--- src/rtl/julia_set_escape_time_macros.svh ---
// ----------------------------------------------------------------------------
// Assertion macros for the Julia set escape-time block
// Each use expands to one labeled concurrent assertion, clocked on the rising
// edge and disabled while reset is high.
// ----------------------------------------------------------------------------
`ifndef JULIA_SET_ESCAPE_TIME_MACROS_SVH
`define JULIA_SET_ESCAPE_TIME_MACROS_SVH

// Same-cycle implication: cons must hold whenever ante holds
`define JSET_ASSERT_IMP(label, clk, rst, ante, cons, msg) \
  label: assert property (@(posedge clk) disable iff (rst) (ante) |-> (cons)) \
    else $error(msg);

// Next-cycle implication: cons must hold in the cycle after ante
`define JSET_ASSERT_NXT(label, clk, rst, ante, cons, msg) \
  label: assert property (@(posedge clk) disable iff (rst) (ante) |=> (cons)) \
    else $error(msg);

`endif

--- src/rtl/jset_pkg.sv ---
`timescale 1ns / 1ps
// ----------------------------------------------------------------------------
// jset_pkg
// Shared types and constants of the Julia set escape-time block: register
// map, register widths, reset values and queue depth.
// ----------------------------------------------------------------------------
package jset_pkg;

  // Register file geometry
  localparam int CFG_IDX_W  = 3;
  localparam int CFG_DATA_W = 30;

  // Fixed field widths
  localparam int ITER_W   = 16;
  localparam int CNT_W    = ITER_W + 1;
  localparam int STEP_W   = 28;
  localparam int C_W      = 30;
  localparam int REG_FRAC = 28;

  // Start-point queue between front end and iterator
  localparam int QUEUE_DEPTH = 4;

  typedef enum logic [CFG_IDX_W-1:0] {
    REG_MAX_ITERATIONS = 3'd0,
    REG_X_STEP         = 3'd1,
    REG_Y_STEP         = 3'd2,
    REG_C_REAL         = 3'd3,
    REG_C_IMAG         = 3'd4
  } reg_idx_t;

  typedef struct packed {
    logic [ITER_W-1:0]     max_iterations;
    logic [STEP_W-1:0]     x_step;
    logic [STEP_W-1:0]     y_step;
    logic signed [C_W-1:0] c_real;
    logic signed [C_W-1:0] c_imag;
  } cfg_t;

  // Defaults: 1000 x 1000 grid, c = -0.7 + 0.26i
  localparam cfg_t CFG_RESET = '{
    max_iterations: 16'd1000,
    x_step:         28'd805306,
    y_step:         28'd536871,
    c_real:         -30'sd187904819,
    c_imag:         30'sd69793219
  };

endpackage

--- src/rtl/jset_if.sv ---


// Complex start point in signed fixed point
interface jset_pt_if #(
  parameter int ZW = 32
);
  logic                 valid;
  logic                 ready;
  logic signed [ZW-1:0] zx;
  logic signed [ZW-1:0] zy;

  modport source (output valid, output zx, output zy, input ready);
  modport sink   (input valid, input zx, input zy, output ready);
endinterface


--- src/rtl/jset_queue.sv ---
`timescale 1ns / 1ps
// ----------------------------------------------------------------------------
// jset_queue
// Short FIFO of start points that decouples the front end from the iterator.
// ----------------------------------------------------------------------------
module jset_queue #(
  parameter int ZW = 32
) (
  input  logic      clk,
  input  logic      rst,
  jset_pt_if.sink   push,
  jset_pt_if.source pop
);

  localparam int DEPTH = jset_pkg::QUEUE_DEPTH;
  localparam int PTR_W = $clog2(DEPTH);

  typedef struct packed {
    logic signed [ZW-1:0] zx;
    logic signed [ZW-1:0] zy;
  } entry_t;

  entry_t           mem [DEPTH];
  logic [PTR_W-1:0] head;
  logic [PTR_W-1:0] tail;
  logic [PTR_W:0]   count;
  logic             do_push;
  logic             do_pop;

  assign push.ready = (count != (PTR_W + 1)'(DEPTH));
  assign pop.valid  = (count != '0);
  assign pop.zx     = mem[head].zx;
  assign pop.zy     = mem[head].zy;

  assign do_push = push.valid && push.ready;
  assign do_pop  = pop.valid && pop.ready;

  // Track pointers and fill level
  always_ff @(posedge clk) begin
    if (rst) begin
      head  <= '0;
      tail  <= '0;
      count <= '0;
    end else begin
      if (do_push) begin
        tail <= tail + PTR_W'(1);
      end
      if (do_pop) begin
        head <= head + PTR_W'(1);
      end
      if (do_push && !do_pop) begin
        count <= count + (PTR_W + 1)'(1);
      end else if (do_pop && !do_push) begin
        count <= count - (PTR_W + 1)'(1);
      end
    end
  end

  // Store incoming points
  always_ff @(posedge clk) begin
    if (do_push) begin
      mem[tail] <= '{zx: push.zx, zy: push.zy};
    end
  end

endmodule

--- src/flat_wrapper.sv ---
// flat-port wrapper written by rule: the top's interface ports become plain ports
module jset_queue_flat 
#(
  parameter int ZW = 32
)
  (clk, rst, push_valid, push_zx, push_zy, push_ready, pop_valid, pop_zx, pop_zy, pop_ready);
  jset_pt_if #(.ZW(ZW)) push_i ();
  jset_pt_if #(.ZW(ZW)) pop_i ();
  input  logic clk;
  input  logic rst;
  input wire logic [$bits(push_i.valid)-1:0] push_valid;
  input wire logic [$bits(push_i.zx)-1:0] push_zx;
  input wire logic [$bits(push_i.zy)-1:0] push_zy;
  output wire logic [$bits(push_i.ready)-1:0] push_ready;
  output wire logic [$bits(pop_i.valid)-1:0] pop_valid;
  output wire logic [$bits(pop_i.zx)-1:0] pop_zx;
  output wire logic [$bits(pop_i.zy)-1:0] pop_zy;
  input wire logic [$bits(pop_i.ready)-1:0] pop_ready;
  assign push_i.valid = push_valid;
  assign push_i.zx = push_zx;
  assign push_i.zy = push_zy;
  assign push_ready = push_i.ready;
  assign pop_valid = pop_i.valid;
  assign pop_zx = pop_i.zx;
  assign pop_zy = pop_i.zy;
  assign pop_i.ready = pop_ready;
  jset_queue #(.ZW(ZW)) u_core (.clk(clk), .rst(rst), .push(push_i), .pop(pop_i));
endmodule
--- config.mk ---
export PLATFORM = sky130hd
export DESIGN_NAME = jset_queue_flat
export DESIGN_NICKNAME = d
export VERILOG_FILES = /design/src/rtl/julia_set_escape_time_macros.svh /design/src/rtl/jset_pkg.sv /design/src/rtl/jset_if.sv /design/src/rtl/jset_queue.sv /design/src/flat_wrapper.sv
export SDC_FILE = /design/constraint.sdc
export NUM_CORES = 1
export LEC_CHECK = 0
export BUFFER_PORTS_ARGS = -buffer_cell sky130_fd_sc_hd__buf_2
export CORE_MARGIN = 1.5
export CORE_UTILIZATION = 45
export DETAILED_ROUTE_END_ITERATION = 6
export HOLD_SLACK_MARGIN = 0.12
export PLACE_DENSITY_LB_ADDON = 0.12
export SETUP_SLACK_MARGIN = 0.05
export SLEW_MARGIN = 20
export SYNTH_ARGS = -nofsm -noshare
export SYNTH_HDL_FRONTEND = slang
export SYNTH_SLANG_ARGS = --single-unit
--- constraint.sdc ---
create_clock -name clk -period 2.5 [get_ports clk]
set_input_delay 0.25 -clock clk [delete_from_list [all_inputs] [get_ports clk]]
set_output_delay 0.25 -clock clk [all_outputs]
set_load 0.1 [all_outputs]
==> results.cfg <==
[run_status]
status = completed

[logic_synthesis]
synth_top_cell_by_area = edfxtp_1
synth_top_area_share_pct = 78.54
synthCells = 382
synth_edf_count = 256
syn_avg_cell_area_sq_um = 25.62
ys.flop_type = edfxtp_1
synthTopCellsByCount = 256 x edfxtp_1, 60 x mux4_2, 9 x dfxtp_1
yosys-top-cells-area = edfxtp_1 79%, mux4_2 14%, dfxtp_1 1.8%
ys_warn_count = 0
synth_cell_types = 25
ys_ff_latch = 265
synth_area_sq_um = 9788
syn_nets = 456
yosysSeqAreaShare_pct = 80.38
yosysMostFrequentCell = edfxtp_1
async_reset_ff_share_pct = 0

[power]
ir_drop_v = 0.0008249
power.leakage_nw = 4.289
powerDensity_nw_per_um2 = 1280

[place]
gp_congestion = 0.7222
dp.cells = 789
portBuffers = 133
hpwlAfterDp_um = 10300

[timing]
finalCritPeriodShare_pct = 94.92
hold_viol_final = 0
fmax_mhz = 421.4
skew_ps = 10.83
maxSlewViolCount = 0
grt_setup_unrepaired = true
worstMarginPinSlew_ps = 543.3
slew_headroom_pct = 64.03
fin_crit_ps = 2373
tns_ps = 0
setup_viol = 0

[drt]
wire_per_inst_um = 19.67
drt-initial-drc-count = 207
wl_um = 17820
viasPerCell = 5.099
drc = 0
ant_nets = 0
dr.pass1.iters = 4
vias = 4620

[global_routing]
grt_antenna_before_repair = 1
grt_pass1_vias = 5151
grtUsageTotal_pct = 16.29
grt_pass1_wl_um = 27680
grt-ovfl-total = 0
grt_max_degree = 65

[floorplanning]
initial_core_util_pct = 46.27
die_x_um = 150.5
ios = 134
dieArea_sq_um = 22650
rows = 53
core_area_sq_um = 21150
die_y_um = 150.5

[critical_path]
worstSetupPathType = flop to primary output
endpoint_kind = primary output
cp_data_arrival_time_ps = 2120
required_ps = 2250
path_max_fanout = 14
startpoint_type = flop

[worst_hold_path]
hold_class = primary input to flop

[cells_and_area]
syn_to_final_growth_pct = 27.64
layout.nets = 686
final_cells = 906
finish.utilization_pct = 59.06
drive_gt1_share_pct = 40.79
n_fill_cell = 1565

[cts]
cts_sinks = 265
clk_latency_ps = 520
cts_root_buffer = clkbuf_16
cts_buffers = 27
clk_pin_slew_worst_paths_ps = 60
cts_max_level = 1
cts_tree = built
clockBufferDepth = 3

[flow_run]
maxCapViolations = 0
[cell families (layout without fill, tap and decap cells)]
family / Yosys count / after routing / share of synthesized area, %
xor+xnor: 4 / 4 / 0.3579
simple gates: 17 / 17 / 0.8563
buf+inv: 18 / 266 / 1.853
other cells: 0 / 1 / 0
mux: 67 / 67 / 15.20
compound gates: 5 / 5 / 0.5112
fa+ha+maj: 6 / 6 / 0.8437
flops: 265 / 265 / 80.38
[worst paths after layout]
| check | start | to | slack (ps) | cells after the start |
|---|---|---|---|---|
| max | flop | pop_zy[22] | 130 | 3 |
| min | push_valid | u_core.tail[1] | 200 | 3 |
| max reg2reg | u_core.count[1] | u_core.count[2] | 180 | 8 |
| min reg2reg | u_core.head[1] | u_core.head[1] | 540 | 2 |
[registers in the layout (all words and copies together) (netlist names), named ones only]
signal	cells
u_core.count	3
u_core.head	2
u_core.mem	256
u_core.tail	2
[per-stage QoR]
step	cell area (sq um)	setup slack [ps]	power, mW	hold slack, ps
final	12490	126.9	15.99	200.8
after global routing	12490	35.60	16.57	195.9
after CTS	12460	58.52	16.15	175.7
after detailed placement	10880	131.3	12.02	466.5
after global placement	10880	321.7	11.96	458.1
after floorplan	9793	412.6	11.08	348.9
[worst max-delay path, cell delays in order (launching register included)]
cell       delay (ps)
dfxtp_4           430
bufbuf_16         350
mux4_2            520
clkbuf_4          290
[power breakdown]
group          internal (mW)  switching [mW]  leakage [nW]
clock network           2.38            1.52         0.429
logic                   1.57            4.93          1.44
registers               5.40           0.185          2.42
[repair_timing]
item,CTS,global route
setup buffers,2,0
pin swaps,0,1
endpoints found under the setup margin,39,13
gates cloned,1,0
endpoints found under the hold margin,264,0
hold buffers,66,0
resized for setup,1,13
[area by class of cell]
type	count	area [sq um]	share of cell area, %
Tap cell	275	344.1	2.754
Timing Repair Buffer	216	1642	13.14
Sequential cell	265	7876	63.04
Clock inverter	15	173.9	1.392
Clock buffer	32	694.4	5.558
Inverter	3	11.26	0.09014
Antenna cell	1	2.502	0.02003
Multi-Input combinational cell	99	1749	14.00
[routing by layer]
| layer | global-route usage, % | wire length [um] | vias to the layer above |
|---|---|---|---|
| met3 | 3.848 | 1069 | 20 |
| met4 | 3.529 | 247 | 0 |
| met5 | 0 | 0 | - |
| met2 | 28.39 | 9183 | 109 |
| met1 | 20.84 | 7318 | 2393 |
| li1 | - | - | 2098 |
[cell usage in the layout (no fill, tap or decap), drive strengths merged]
cell / synthesis / final
clkbuf: 2 / 44
o31ai: 1 / 1
nand2b: 2 / 2
edfxtp: 256 / 256
o311ai: 1 / 1
bufinv: 0 / 4
and2: 4 / 4
nor2: 8 / 8
mux4: 64 / 64
fa: 1 / 1
ha: 5 / 5
bufbuf: 0 / 1
diode: 0 / 1
clkinv: 0 / 10
buf: 13 / 137
inv: 3 / 4
mux2: 1 / 1
nand2: 1 / 1
o21ai: 1 / 1
xor2: 4 / 4
dlygate4sd3: 0 / 66
dfxtp: 9 / 9
or3: 2 / 2
mux2i: 2 / 2
a21boi: 1 / 1
a21oi: 1 / 1
(Power assumes the default switching activity.)
