File: config.mk
export PLATFORM = sky130hd
export DESIGN_NAME = jset_front_flat
export DESIGN_NICKNAME = d
export VERILOG_FILES = /design/src/rtl/julia_set_escape_time_macros.svh /design/src/rtl/jset_pkg.sv /design/src/rtl/jset_if.sv /design/src/rtl/jset_front.sv /design/src/flat_wrapper.sv
export SDC_FILE = /design/constraint.sdc
export NUM_CORES = 2
export LEC_CHECK = 0
export BUFFER_PORTS_ARGS = -buffer_cell sky130_fd_sc_hd__buf_2
export CAP_MARGIN = 20
export CORE_UTILIZATION = 57
export DETAILED_ROUTE_END_ITERATION = 8
export GPL_TIMING_DRIVEN = 0
export PLACE_DENSITY = 0.89
export SYNTH_ARGS = -nofsm -noshare
export SYNTH_HDL_FRONTEND = slang
export SYNTH_SLANG_ARGS = --single-unit
File: constraint.sdc
create_clock -name clk -period 7.6 [get_ports clk]
set_input_delay 2.28 -clock clk [delete_from_list [all_inputs] [get_ports clk]]
set_output_delay 2.28 -clock clk [all_outputs]
set_load 0.03 [all_outputs]
File: src/rtl/julia_set_escape_time_macros.svh
// ----------------------------------------------------------------------------
// Assertion macros for the Julia set escape-time block
// Each use expands to one labeled concurrent assertion, clocked on the rising
// edge and disabled while reset is high.
// ----------------------------------------------------------------------------
`ifndef JULIA_SET_ESCAPE_TIME_MACROS_SVH
`define JULIA_SET_ESCAPE_TIME_MACROS_SVH

// Same-cycle implication: cons must hold whenever ante holds
`define JSET_ASSERT_IMP(label, clk, rst, ante, cons, msg) \
  label: assert property (@(posedge clk) disable iff (rst) (ante) |-> (cons)) \
    else $error(msg);

// Next-cycle implication: cons must hold in the cycle after ante
`define JSET_ASSERT_NXT(label, clk, rst, ante, cons, msg) \
  label: assert property (@(posedge clk) disable iff (rst) (ante) |=> (cons)) \
    else $error(msg);

`endif

File: src/rtl/jset_pkg.sv
`timescale 1ns / 1ps
// ----------------------------------------------------------------------------
// jset_pkg
// Shared types and constants of the Julia set escape-time block: register
// map, register widths, reset values and queue depth.
// ----------------------------------------------------------------------------
package jset_pkg;

  // Register file geometry
  localparam int CFG_IDX_W  = 3;
  localparam int CFG_DATA_W = 30;

  // Fixed field widths
  localparam int ITER_W   = 16;
  localparam int CNT_W    = ITER_W + 1;
  localparam int STEP_W   = 28;
  localparam int C_W      = 30;
  localparam int REG_FRAC = 28;

  // Start-point queue between front end and iterator
  localparam int QUEUE_DEPTH = 4;

  typedef enum logic [CFG_IDX_W-1:0] {
    REG_MAX_ITERATIONS = 3'd0,
    REG_X_STEP         = 3'd1,
    REG_Y_STEP         = 3'd2,
    REG_C_REAL         = 3'd3,
    REG_C_IMAG         = 3'd4
  } reg_idx_t;

  typedef struct packed {
    logic [ITER_W-1:0]     max_iterations;
    logic [STEP_W-1:0]     x_step;
    logic [STEP_W-1:0]     y_step;
    logic signed [C_W-1:0] c_real;
    logic signed [C_W-1:0] c_imag;
  } cfg_t;

  // Defaults: 1000 x 1000 grid, c = -0.7 + 0.26i
  localparam cfg_t CFG_RESET = '{
    max_iterations: 16'd1000,
    x_step:         28'd805306,
    y_step:         28'd536871,
    c_real:         -30'sd187904819,
    c_imag:         30'sd69793219
  };

endpackage

File: src/rtl/jset_if.sv
`timescale 1ns / 1ps
// ----------------------------------------------------------------------------
// Julia set stream interfaces
// Valid/ready channels for pixel indices, start points and iteration counts.
// ----------------------------------------------------------------------------

// Pixel grid indices
interface jset_pix_if #(
  parameter int IDX_W = 12
);
  logic             valid;
  logic             ready;
  logic [IDX_W-1:0] x_index;
  logic [IDX_W-1:0] y_index;

  modport source (output valid, output x_index, output y_index, input ready);
  modport sink   (input valid, input x_index, input y_index, output ready);
endinterface

// Complex start point in signed fixed point
interface jset_pt_if #(
  parameter int ZW = 32
);
  logic                 valid;
  logic                 ready;
  logic signed [ZW-1:0] zx;
  logic signed [ZW-1:0] zy;

  modport source (output valid, output zx, output zy, input ready);
  modport sink   (input valid, input zx, input zy, output ready);
endinterface


File: src/rtl/jset_front.sv
`timescale 1ns / 1ps
// ----------------------------------------------------------------------------
// jset_front
// Accepts pixel indices, scales them by the grid steps and forms the
// saturated start point z0 = (-1.5 + x_step*x, -1.0 + y_step*y).
// ----------------------------------------------------------------------------
module jset_front #(
  parameter int IDX_W     = 12,
  parameter int FRAC_BITS = 28
) (
  input  logic             clk,
  input  logic             rst,
  input  jset_pkg::cfg_t   cfg,
  jset_pix_if.sink         pixel,
  jset_pt_if.source        pt
);

  localparam int ZW     = FRAC_BITS + 4;
  localparam int PROD_W = jset_pkg::STEP_W + IDX_W;
  localparam int UP     = (FRAC_BITS >= jset_pkg::REG_FRAC) ? FRAC_BITS - jset_pkg::REG_FRAC : 0;
  localparam int DN     = (FRAC_BITS <  jset_pkg::REG_FRAC) ? jset_pkg::REG_FRAC - FRAC_BITS : 0;
  localparam int SC_W   = PROD_W + UP;
  localparam int DW     = ((SC_W > ZW) ? SC_W : ZW) + 2;

  localparam logic signed [DW-1:0] OFF_X  = DW'(64'sd3 <<< (FRAC_BITS - 1));
  localparam logic signed [DW-1:0] OFF_Y  = DW'(64'sd1 <<< FRAC_BITS);
  localparam logic signed [DW-1:0] SAT_HI = DW'((64'sd1 <<< (FRAC_BITS + 3)) - 64'sd1);
  localparam logic signed [DW-1:0] SAT_LO = DW'(-(64'sd1 <<< (FRAC_BITS + 3)));

  logic [PROD_W-1:0] prod_x;
  logic [PROD_W-1:0] prod_y;
  logic              s1_valid;

  // Bring an unsigned Q12.28 product (IDX_W = 12) to Q4.F, remove the offset, clamp to the Q4.F range
  function automatic logic signed [ZW-1:0] to_start(input logic [PROD_W-1:0] p,
                                                     input logic signed [DW-1:0] off);
    logic [SC_W-1:0]       sc;
    logic signed [DW-1:0]  d;
    sc = (SC_W'(p) << UP) >> DN;
    d  = signed'(DW'(sc)) - off;
    if (d > SAT_HI) begin
      d = SAT_HI;
    end else if (d < SAT_LO) begin
      d = SAT_LO;
    end
    return ZW'(d);
  endfunction

  // Advance the product stage when it is empty or its point moves on
  assign pixel.ready = !s1_valid || pt.ready;

  always_ff @(posedge clk) begin
    if (rst) begin
      s1_valid <= 1'b0;
    end else if (pixel.ready) begin
      s1_valid <= pixel.valid;
    end
    if (pixel.valid && pixel.ready) begin
      prod_x <= PROD_W'(cfg.x_step) * PROD_W'(pixel.x_index);
      prod_y <= PROD_W'(cfg.y_step) * PROD_W'(pixel.y_index);
    end
  end

  // Offer the start point to the queue
  assign pt.valid = s1_valid;
  assign pt.zx    = to_start(prod_x, OFF_X);
  assign pt.zy    = to_start(prod_y, OFF_Y);

endmodule

File: src/flat_wrapper.sv
// flat-port wrapper written by rule: the top's interface ports become plain ports
module jset_front_flat 
#(
  parameter int IDX_W     = 12,
  parameter int FRAC_BITS = 28
)
  (clk, rst, cfg, pixel_valid, pixel_x_index, pixel_y_index, pixel_ready, pt_valid, pt_zx, pt_zy, pt_ready);
  jset_pix_if #(.IDX_W(IDX_W)) pixel_i ();
  jset_pt_if pt_i ();
  input  logic clk;
  input  logic rst;
  input  jset_pkg::cfg_t cfg;
  input wire logic [$bits(pixel_i.valid)-1:0] pixel_valid;
  input wire logic [$bits(pixel_i.x_index)-1:0] pixel_x_index;
  input wire logic [$bits(pixel_i.y_index)-1:0] pixel_y_index;
  output wire logic [$bits(pixel_i.ready)-1:0] pixel_ready;
  output wire logic [$bits(pt_i.valid)-1:0] pt_valid;
  output wire logic [$bits(pt_i.zx)-1:0] pt_zx;
  output wire logic [$bits(pt_i.zy)-1:0] pt_zy;
  input wire logic [$bits(pt_i.ready)-1:0] pt_ready;
  assign pixel_i.valid = pixel_valid;
  assign pixel_i.x_index = pixel_x_index;
  assign pixel_i.y_index = pixel_y_index;
  assign pixel_ready = pixel_i.ready;
  assign pt_valid = pt_i.valid;
  assign pt_zx = pt_i.zx;
  assign pt_zy = pt_i.zy;
  assign pt_i.ready = pt_ready;
  jset_front #(.IDX_W(IDX_W), .FRAC_BITS(FRAC_BITS)) u_core (.clk(clk), .rst(rst), .cfg(cfg), .pixel(pixel_i), .pt(pt_i));
endmodule
==> out/qor.txt <==
YS warnings - 0
Die Ht - 210.3 um
IO buf count - 125
chip width - 210.3 um
final max-slew violation count - 0
fmax - 0.1332 GHz
WP data required - 7.69 ns
CTS tree - built
clk_lat worst skew - 0.34 ns
CP endpoint - u_core.prod_y[31]$_DFFE_PP_
Detailed Route WL - 65300 um
CTS root buf - clkbuf_16
# rows - 75
number of remaining DRC errors - 0
Seq/Total Area, Yosys - 9.799%
Crit Path Class - in2reg
first-pass GRT wire length - 106100 um
ys flop type - edfxtp_1
final setup skew - 0.009633 ns
Synth area leaders - fa_1, edfxtp_1, inv_1
DP Cell Count - 3542
area grow syn2layout - 8.731%
fin crit period - 7.507 ns
placed instance area - 0.02610 mm^2
Fin. Hold Viols - 0
EDFF count, synth - 80
worst relative slew slack - 50.40%
most frequent cell after synthesis - inv_1
post-route ant nets - 0
DRT Pass-1 Iters - 8
MaxCap Viol Count - 0
DR iter-0 viols - 1972
setup violators final - 0
Mapped Area - 0.02472 mm^2
Total GRT Usage - 30.66%
worst r2r path cells - 3
gr ovfl total - 0
clock tree buffer depth - 2
wire per inst - 18.45 um
startpoint types - input port
Setup crit start - cfg[61]
crit path DAT - 7.60 ns
hold path cells - 2
Commonest cells post-synth - inv_1, nand2_1, fa_1
H-tree levels - 3
status - finished, final reports clean
CTS Buf Count - 9
antenna violations before repair - 1
flops & latches, synth - 81
clock sink count - 81
Min-Delay Path Class - reg2reg
syn nets - 3679
routing usage on met2 - 48.47%
cell count after synthesis - 2839
Core Footprint - 0.04232 mm^2
routing usage on met3 - 6.406%
Distinct cells, synth - 66
worst r2r dst - u_core.prod_x[38]$_DFFE_PP_
GR Layer Usage met1 - 40.18%
# IOs - 226
asr flop ratio synth - 0%
Layout Cells excl Fill - 3539
CP endpoint kind - flip-flop
Die Area - 0.04421 mm^2
# nets final - 3794
layout cells sized above 1 - 9.665%
Least-Margin Pin Slew - 0.7439 ns
routed vias - 20370
GP Congestion - 0.9807
DP HPWL - 53740 um
Final period util - 98.77%
Worst-path clk slew - 0.07 ns
FF-to-FF Start - u_core.pt.valid$_SDFFE_PP0N_
GRT Max-Usage Layer - met2
FF-to-FF setup slack - 6.04 ns
largest net degree at the start of global routing - 43
Post-Syn Area per Cell - 8.708 um^2
Starting Density - 58.41%
Design Area, Final - 0.02688 mm^2
Vias/cell - 5.754
Synth area leader - fa_1
area share of the largest cell type after synthesis - 42.11%
critical path peak fanout - 10
vias in the first global route - 21110
==> cell type report <==
cell class              count  area, um^2
multi-input cells        1991       19580
fillers                  3293       15440
flip-flops and latches     81        2422
inverters                 598        2245
plain buffers             141       868.3
well taps                 577       721.9
repair buffers            132       690.7
clock buffers              10       229.0
clock inverters             6       115.1
diodes                      3       7.507
==> worst min-delay path by stage <==
stage,from,end,slack [ns]
floorplan,u_core.pt.valid$_SDFFE_PP0N_,u_core.pt.valid$_SDFFE_PP0N_,0.86
global placement,u_core.pt.valid$_SDFFE_PP0N_,u_core.pt.valid$_SDFFE_PP0N_,0.50
detailed placement,u_core.pt.valid$_SDFFE_PP0N_,u_core.pt.valid$_SDFFE_PP0N_,0.51
CTS,u_core.pt.valid$_SDFFE_PP0N_,u_core.pt.valid$_SDFFE_PP0N_,0.52
global route,u_core.pt.valid$_SDFFE_PP0N_,u_core.pt.valid$_SDFFE_PP0N_,0.56
finish,u_core.pt.valid$_SDFFE_PP0N_,u_core.pt.valid$_SDFFE_PP0N_,0.52
==> worst max-delay path, stage by stage <==
cell and delay, ns:
buf_2 0.13, clkbuf_1 0.45, and2_1 0.23, fa_1 0.45, fa_1 0.52, fa_1 0.43, fa_1 0.50, inv_1 0.05
fa_1 0.47, inv_1 0.04, ha_1 0.39, nand2_1 0.07, o21ai_0 0.47, a311oi_2 0.09, buf_4 0.18, o21a_1 0.24
o2bb2ai_1 0.23, o31ai_1 0.28, xnor2_1 0.09
==> layout by cell type (no fill, tap or decap), types with 10 or more instances in the layout <==
cell        n
nor2_1     48
o21ai_1    12
clkbuf_1   41
fa_1      518
nand2_1   556
edfxtp_1   80
xor2_1     21
nand2b_1   13
buf_6      17
o21ai_0    50
o21bai_1   13
ha_1      152
nand4_1    28
buf_2     133
xnor2_1    47
o211ai_1   14
nand3_1    19
buf_4      16
inv_1     597
a21o_1     88
a21oi_1    78
o21a_1     10
clkbuf_2   40
nor3_1     12
clkbuf_4   19
and2_1    184
==> sequential cells by signal (all words and copies together) (netlist names) <==
signal           cells
u_core.prod_y       40
u_core.prod_x       40
u_core.pt.valid      1
==> routing by layer <==
| metal | up-vias | share of wire (%) |
|---|---|---|
| li1 | 8842 | - |
| met1 | 10070 | 38 |
| met2 | 1206 | 46 |
| met3 | 252 | 10 |
| met4 | 0 | 5.4 |
| met5 | - | 0 |
==> logic make-up (layout without fill, tap and decap cells) <==
family | Yosys count | in the layout | synth area share (%)
AOI/OAI and AO/OA | 329 | 329 | 8.756
xor gates and xnor gates | 68 | 68 | 2.409
adders and majority gates | 680 | 680 | 50.21
buffers and inverters | 767 | 887 | 11.74
DFF | 81 | 81 | 9.799
muxes | 2 | 2 | 0.08098
other | 0 | 3 | 0
and+or+nand+nor | 912 | 912 | 17.01
==> through the flow <==
| stage | setup slack, ns | hold WS [ns] | util [%] | setup TNS (ns) |
|---|---|---|---|---|
| after floorplan | 0.009170 | 0.8595 | - | 0 |
| after global placement | -1.341 | 0.4969 | 61.61 | -43.88 |
| after detailed placement | -1.539 | 0.5116 | 61.66 | -52.12 |
| after CTS | -0.05642 | 0.5227 | 62.94 | -0.05642 |
| after global routing | -0.009075 | 0.5635 | 63.49 | -0.01174 |
| final | 0.09325 | 0.5187 | 63.51 | 0 |
==> timing repair <==
item / 4_1_cts / 5_1_grt
gates resized for setup: 88 / 191
setup endpoints to repair: 51 / 37
pin swaps: 2 / 6
hold buffers: 0 / 0
setup buffers: 3 / 3
Power is left out: the tool's default activity adds up to more than one toggle a clock period on the data nets, which glitch-free logic cannot reach.
